===== src/tocs_pkg.sv =====
// Shared types and codes for the time-ordered command scheduler.
// No dependencies; every other file imports this package.
package tocs_pkg;

  typedef enum logic [1:0] {
    OP_ADD   = 2'd0,
    OP_CLEAR = 2'd1,
    OP_TICK  = 2'd2
  } op_e;

  typedef enum logic [2:0] {
    KIND_IDLE     = 3'd0,
    KIND_ADDED    = 3'd1,
    KIND_DROPPED  = 3'd2,
    KIND_REJECTED = 3'd3,
    KIND_CLEARED  = 3'd4,
    KIND_RELEASED = 3'd5
  } kind_e;

  localparam logic [0:0] REG_SCHED_EN = 1'b0;

  typedef struct packed {
    logic [1:0]  operation;
    logic [31:0] exec_time;
    logic [31:0] body_high;
    logic [63:0] body_low;
    logic [31:0] present_time;
  } cmd_word_t;

  typedef struct packed {
    logic [2:0]  result_kind;
    logic [31:0] out_time;
    logic [31:0] out_body_high;
    logic [63:0] out_body_low;
    logic [8:0]  entries_held;
  } res_word_t;

  typedef struct packed {
    logic [31:0] exec_time;
    logic [31:0] body_high;
    logic [63:0] body_low;
  } entry_t;

  typedef enum logic [1:0] {
    ST_IDLE,
    ST_INS_SHIFT,
    ST_INS_HEAD,
    ST_POP_CHECK
  } state_e;

  typedef enum logic [1:0] {
    RD_NONE,
    RD_LAST,
    RD_HEAD,
    RD_NEXT
  } rd_sel_e;

  typedef enum logic [1:0] {
    WR_NONE,
    WR_SHIFT,
    WR_NEW_ABOVE,
    WR_NEW_ZERO
  } wr_sel_e;

  typedef enum logic [1:0] {
    CNT_HOLD,
    CNT_INC,
    CNT_CLEAR,
    CNT_POP
  } cnt_op_e;

  // controller -> datapath
  typedef struct packed {
    logic    capture;
    rd_sel_e rd_sel;
    wr_sel_e wr_sel;
    cnt_op_e cnt_op;
    logic    res_load;
    kind_e   res_kind;
  } ctrl_t;

  // datapath -> controller
  typedef struct packed {
    logic empty;
    logic full;
    logic later;   // entry just read sorts after the new one
    logic due;     // entry just read is not after the present time
    logic j_zero;
    logic j_top;
  } status_t;

endpackage


===== src/tocs_ctrl.sv =====
// Controller of the scheduler: state machine that sequences insert scans,
// head release and clear. Depends on tocs_pkg; drives tocs_dp.
module tocs_ctrl (
  input  logic              clk_i,
  input  logic              rst_ni,
  input  logic              start_i,
  input  logic [1:0]        op_i,
  input  logic              enable_i,
  input  tocs_pkg::status_t status_i,
  output tocs_pkg::ctrl_t   ctrl_o,
  output logic              busy_o
);
  import tocs_pkg::*;

  state_e state_q, state_d;
  kind_e  add_kind;
  cnt_op_e add_cnt;

  // store already full: latest entry falls off, count stays
  assign add_kind = status_i.full ? KIND_DROPPED : KIND_ADDED;
  assign add_cnt  = status_i.full ? CNT_HOLD : CNT_INC;

  always_ff @(posedge clk_i or negedge rst_ni) begin
    if (!rst_ni) begin
      state_q <= ST_IDLE;
    end else begin
      state_q <= state_d;
    end
  end

  always_comb begin
    state_d         = state_q;
    ctrl_o          = '0;
    ctrl_o.rd_sel   = RD_NONE;
    ctrl_o.wr_sel   = WR_NONE;
    ctrl_o.cnt_op   = CNT_HOLD;
    ctrl_o.res_kind = KIND_IDLE;
    case (state_q)
      ST_IDLE: begin
        if (start_i) begin
          ctrl_o.capture = 1'b1;
          case (op_i)
            OP_ADD: begin
              if (status_i.empty) begin
                state_d = ST_INS_HEAD;
              end else begin
                ctrl_o.rd_sel = RD_LAST;
                state_d       = ST_INS_SHIFT;
              end
            end
            OP_CLEAR: begin
              ctrl_o.cnt_op   = CNT_CLEAR;
              ctrl_o.res_load = 1'b1;
              ctrl_o.res_kind = KIND_CLEARED;
            end
            OP_TICK: begin
              if (enable_i && !status_i.empty) begin
                ctrl_o.rd_sel = RD_HEAD;
                state_d       = ST_POP_CHECK;
              end else begin
                ctrl_o.res_load = 1'b1;
              end
            end
            default: ctrl_o.res_load = 1'b1;
          endcase
        end
      end
      ST_INS_SHIFT: begin
        if (status_i.later) begin
          if (!status_i.j_top) ctrl_o.wr_sel = WR_SHIFT;
          if (status_i.j_zero) begin
            state_d = ST_INS_HEAD;
          end else begin
            ctrl_o.rd_sel = RD_NEXT;
          end
        end else if (status_i.j_top) begin
          ctrl_o.res_load = 1'b1;
          ctrl_o.res_kind = KIND_REJECTED;
          state_d         = ST_IDLE;
        end else begin
          ctrl_o.wr_sel   = WR_NEW_ABOVE;
          ctrl_o.cnt_op   = add_cnt;
          ctrl_o.res_load = 1'b1;
          ctrl_o.res_kind = add_kind;
          state_d         = ST_IDLE;
        end
      end
      ST_INS_HEAD: begin
        ctrl_o.wr_sel   = WR_NEW_ZERO;
        ctrl_o.cnt_op   = add_cnt;
        ctrl_o.res_load = 1'b1;
        ctrl_o.res_kind = add_kind;
        state_d         = ST_IDLE;
      end
      ST_POP_CHECK: begin
        ctrl_o.res_load = 1'b1;
        if (status_i.due) begin
          ctrl_o.cnt_op   = CNT_POP;
          ctrl_o.res_kind = KIND_RELEASED;
        end
        state_d = ST_IDLE;
      end
      default: state_d = ST_IDLE;
    endcase
  end

  assign busy_o = (state_q != ST_IDLE);

  a_scan_not_empty: assert property (@(posedge clk_i) disable iff (!rst_ni)
    (state_q == ST_INS_SHIFT || state_q == ST_POP_CHECK) |-> !status_i.empty)
    else $error("scan running on empty store");

endmodule


===== config.mk =====
export PLATFORM = sky130hd
export DESIGN_NAME = tocs_ctrl
export DESIGN_NICKNAME = d
export VERILOG_FILES = /design/src/tocs_pkg.sv /design/src/tocs_ctrl.sv
export SDC_FILE = /design/constraint.sdc
export NUM_CORES = 1
export LEC_CHECK = 0
export ABC_AREA = 1
export BUFFER_PORTS_ARGS = -buffer_cell sky130_fd_sc_hd__buf_2
export CAP_MARGIN = 20
export CORE_AREA = 8 8 45 47
export CTS_BUF_LIST = sky130_fd_sc_hd__clkbuf_2 sky130_fd_sc_hd__clkbuf_4 sky130_fd_sc_hd__clkbuf_8
export DETAILED_ROUTE_END_ITERATION = 12
export DIE_AREA = 0 0 53 55
export GPL_ROUTABILITY_DRIVEN = 0
export PLACE_DENSITY = 0.74
export SYNTH_ARGS = -nofsm -noshare
export SYNTH_HDL_FRONTEND = slang
export SYNTH_SLANG_ARGS = --single-unit

===== constraint.sdc =====
create_clock -name clk_i -period 1.7 [get_ports clk_i]
set_input_delay 0.085 -clock clk_i [delete_from_list [all_inputs] [get_ports clk_i]]
set_output_delay 0.085 -clock clk_i [all_outputs]
set_load 0.02 [all_outputs]

# After elaboration in Yosys (flattened, before gate mapping)
# Cells that the tools add are included.
# word_totals
regBits,2
latchBits,0
ramBits,0
rom_bits,0
in_bits,12
out_inout_bits,12
elab_cells,48
mem_count,0
# op_classes
n_addsub,0
multipliers,0
n_div,0
order_cmp,0
eq_ne,9
shift,0
muxes,31
n_bitwise,0
n_reduce_logical,7
# ops
op,n
2-bit two-way mux,13
6-bit case mux with 4 select lines,1
2-bit case mux with 2 select lines,4
6-bit two-way mux,2
3-bit two-way mux,3
2-bit == test (second input constant),3
3-bit inequality test (second input constant),2
2-bit case mux with 3 select lines,1
1-bit two-way mux,5
2-bit by 1-bit == test with 1-bit output (second input constant),2
2-bit logical NOT,2
4-bit two-way mux,1
4-bit AND reduction,1
3-bit by 1-bit inequality test with 1-bit output (second input constant),1
2-bit inequality test (second input constant),1
1-bit case mux with 2 select lines,1
2-bit nonzero test,1
2-bit OR reduction,1
1-bit logical AND,1
1-bit logical NOT,1

# Depth between registers and ports, before layout
# depth
depth_word,6
ltp_mapped,9
mapped_depth_nobuf,8

# Worst setup path before layout
# OpenSTA, ideal clock, no wires.
# synth_path
path_kind,register -> output
startpoint,register state_q[0]
endpoint,output port ctrl_o[5] (netlist bit)
t_arrival_ps,1734
required_ps,1615
slack_ps,-119
path_stages_with_launch,7
n_path_buf,2
cell_sequence,dfrtp_1 > inv_1 > ha_1 > buf_6 > nand2_2 > o32ai_1 > buf_4
# synth_rtl
element,line,source
start: declaration,tocs_ctrl.sv:15,"state_e state_q, state_d;"
start signal: assignment,tocs_ctrl.sv:27,state_q <= state_d;
end: declaration,tocs_ctrl.sv:10,"output tocs_pkg::ctrl_t ctrl_o,"

==> run_results.csv <==
group,metric,value,unit
cells_and_area,reg_top3,"state_q x2",
synthesis,ys_seq_elements,2,
timing,fmax,616,MHz
placement,placed_area,574,sq um
cells_and_area,area_growth,41.1,%
global_route,antenna_found_initial,0,
floorplanning,dieArea,0.00292,sq mm
timing,hold_viol_final,0,
timing,fin_setup_tns,0,ns
timing,finalCriticalPeriod,1.62,ns
cells_and_area,fill_cells,146,
floorplanning,num_rows,14,
synthesis,yosysTopAreaCellShare,0.115,
placement,pre_cts_slack,0.254,ns
worst_setup_path,critical_path_required,1.62,ns
worst_setup_path,reg2regPathDepth,9,
drt,wl_per_cell,10.6,um
worst_setup_path,r2r_setup_slack,0.31,ns
clock_network,numCtsBuffers,3,
cells_and_area,stdcell_count,109,
placement,port_buffers,23,
worst_setup_path,startpoint_type,"flop",
synthesis,synth.most_common_cell,"nand2_1",
drt,drt_first_iter_violations,11,
cells_and_area,diodes,0,
cells_and_area,layout-drive-gt1-share,0.484,
global_route,grt-ovfl-total,0,
timing,layout_setup_ws,0.0760,ns
placement,placed_cells,105,
synthesis,ys_types,21,
drt,postRouteAntennaNets,0,
drt,first_pass_iters,4,
worst_hold_path,hold_path_class,"primary input to asynchronous set/reset pin",
worst_setup_path,path_class,"flop to primary output",
synthesis,synth_area_leaders,"dfrtp_1 (11%), ha_1 (11%), nor2_4 (10%)",
status,status,"finished, final reports clean",
synthesis,syn_inst,66,
cells_and_area,nNetsFinal,111,
worst_setup_path,end_kind,"primary output",
clock_network,clockBufferDepth,2,
worst_setup_path,reg2reg_to,"state_q[1]",
clock_network,cts_tree,"done",
power,cellLeakagePower,0.000335,uW
timing,max-slew-margin-rel,0.863,
clock_network,cts-root-buf,"clkbuf_4",
timing,slew_violations,0,
power,power_density,1570,mW/mm^2
timing,tightestPinTransition,0.206,ns
global_route,grt_pass1_vias,443,
floorplanning,core,0.00138,sq mm
timing,rsz0062_at_grt,"true",
synthesis,synth_top_cell_by_area,"dfrtp_1",
timing,whs,0.174,ns
synthesis,async_flop_share,1.00,
synthesis,syn_area,435,sq um
synthesis,synth_edf_count,0,
cells_and_area,regMostFlops,"state_q",
global_route,grt_pass1_wl,1610,um
floorplanning,io_pins,24,
floorplanning,die_h,55,um
synthesis,synth_nets,82,
placement,hpwl,1010,um
drt,drc,0,
global_route,grt_max_degree,7,
synthesis,yosys_warnings,0,
synthesis,avgSynthCellArea,6.60,sq um
timing,setup_violations,0,
cells_and_area,largest_reg_flops,2,
synthesis,synth-main-ff-cell,"dfrtp_1",
worst_setup_path,cp.arrival,1.54,ns
clock_network,clk_latency,0.22,ns
timing,fin_crit_sh,0.955,
worst_setup_path,crit_fanout,5,
floorplanning,die_w,53,um
global_route,grt.total_usage,0.0721,
drt,drt-total-wl,1160,um
floorplanning,start_util,0.315,
synthesis,synth_common_cells,"nand2_1 (11), inv_1 (10), a21oi_1 (6)",
drt,routed-via-count,502,
cells_and_area,fin_area,614,sq um
drt,vias_per_cell,4.61,
clock_network,cts_max_level,1,
synthesis,ys_seq_area_frac,0.115,
timing,finalClockSkew,0.00429,ns
run,cap_violations,0,
clock_network,cts.sinks,2,
clock_network,clk_pin_slew,0.03,ns
power,vdd_ir_drop_max,0.695,mV
worst_setup_path,timing.rr.start,"state_q[0]",
## cell usage in the layout, fill, tap and decap left out, types with 3 or more instances in the layout
master    count
o21ai_1       5
a21oi_1       6
nand2_1      11
buf_4         3
inv_1        10
inv_2         3
clkbuf_4      3
buf_2        22
nand3_2       3
nand3_1       4
nor2_4        4
## worst max-delay path, cell delays in order, from the launching register on
cell,delay (ns)
dfrtp_1,0.40
inv_1,0.10
ha_2,0.23
inv_2,0.05
nor2_4,0.11
o21ai_1,0.08
o21ai_1,0.08
nand2_1,0.06
inv_1,0.04
buf_2,0.15
## where the power goes
group / internal (uW) / leakage (uW) / switching (uW) / total [uW]
logic: 292 / 0.000295 / 475 / 767
clock network: 77.8 / 0.0000138 / 26.5 / 104
registers: 70.2 / 0.0000253 / 24.0 / 94.2
total: 440 / 0.000335 / 526 / 966
## stage by stage
stage	total power [uW]	util
after floorplan	655	-
after global placement	837	0.415
after detailed placement	853	0.415
after CTS	967	0.439
after global routing	1060	0.444
final	966	0.444
## per-layer routing
| layer | wire length, um | vias up | GRT usage |
|---|---|---|---|
| li1 | - | 268 | - |
| met1 | 457 | 221 | 0.0729 |
| met2 | 577 | 13 | 0.127 |
| met3 | 124 | 0 | 0.0187 |
| met4 | 0 | 0 | 0.0517 |
| met5 | 0 | - | 0 |
## area by class of cell
type                    instances  area, sq um  share of cell area
multi-input cells              48          322               0.523
repair buffers                 26          143               0.232
inverters                      14         57.6              0.0937
flip-flops and latches          2         50.0              0.0815
clock buffers                   3         22.5              0.0367
well taps                      16         20.0              0.0326
## worst max-delay path by stage
| stage | start | depth (start not counted) | endpoint |
|---|---|---|---|
| 2_1_floorplan | state_q[0] | 6 | ctrl_o[5] |
| 6_report | state_q[1] | 9 | ctrl_o[1] |
| 3_3_place_gp | state_q[0] | 9 | state_q[0] |
| 5_1_grt | state_q[1] | 9 | ctrl_o[1] |
| 3_5_place_dp | state_q[0] | 9 | state_q[1] |
| 4_1_cts | state_q[1] | 9 | ctrl_o[1] |
## logic make-up after synthesis
family          count (synthesis)  share of synthesized area
simple gates                   30                      0.414
buf+inv                        16                      0.175
compound gates                 14                      0.181
fa+ha+maj                       4                      0.115
flops                           2                      0.115
## repair_timing
action / in CTS / in global routing
hold endpoints to repair: 2 / 0
hold buffers: 1 / 0
resized for setup: 0 / 3
buffers inserted: 0 / 0
endpoints found under the setup margin: 0 / 7
(Power assumes the default switching activity.)
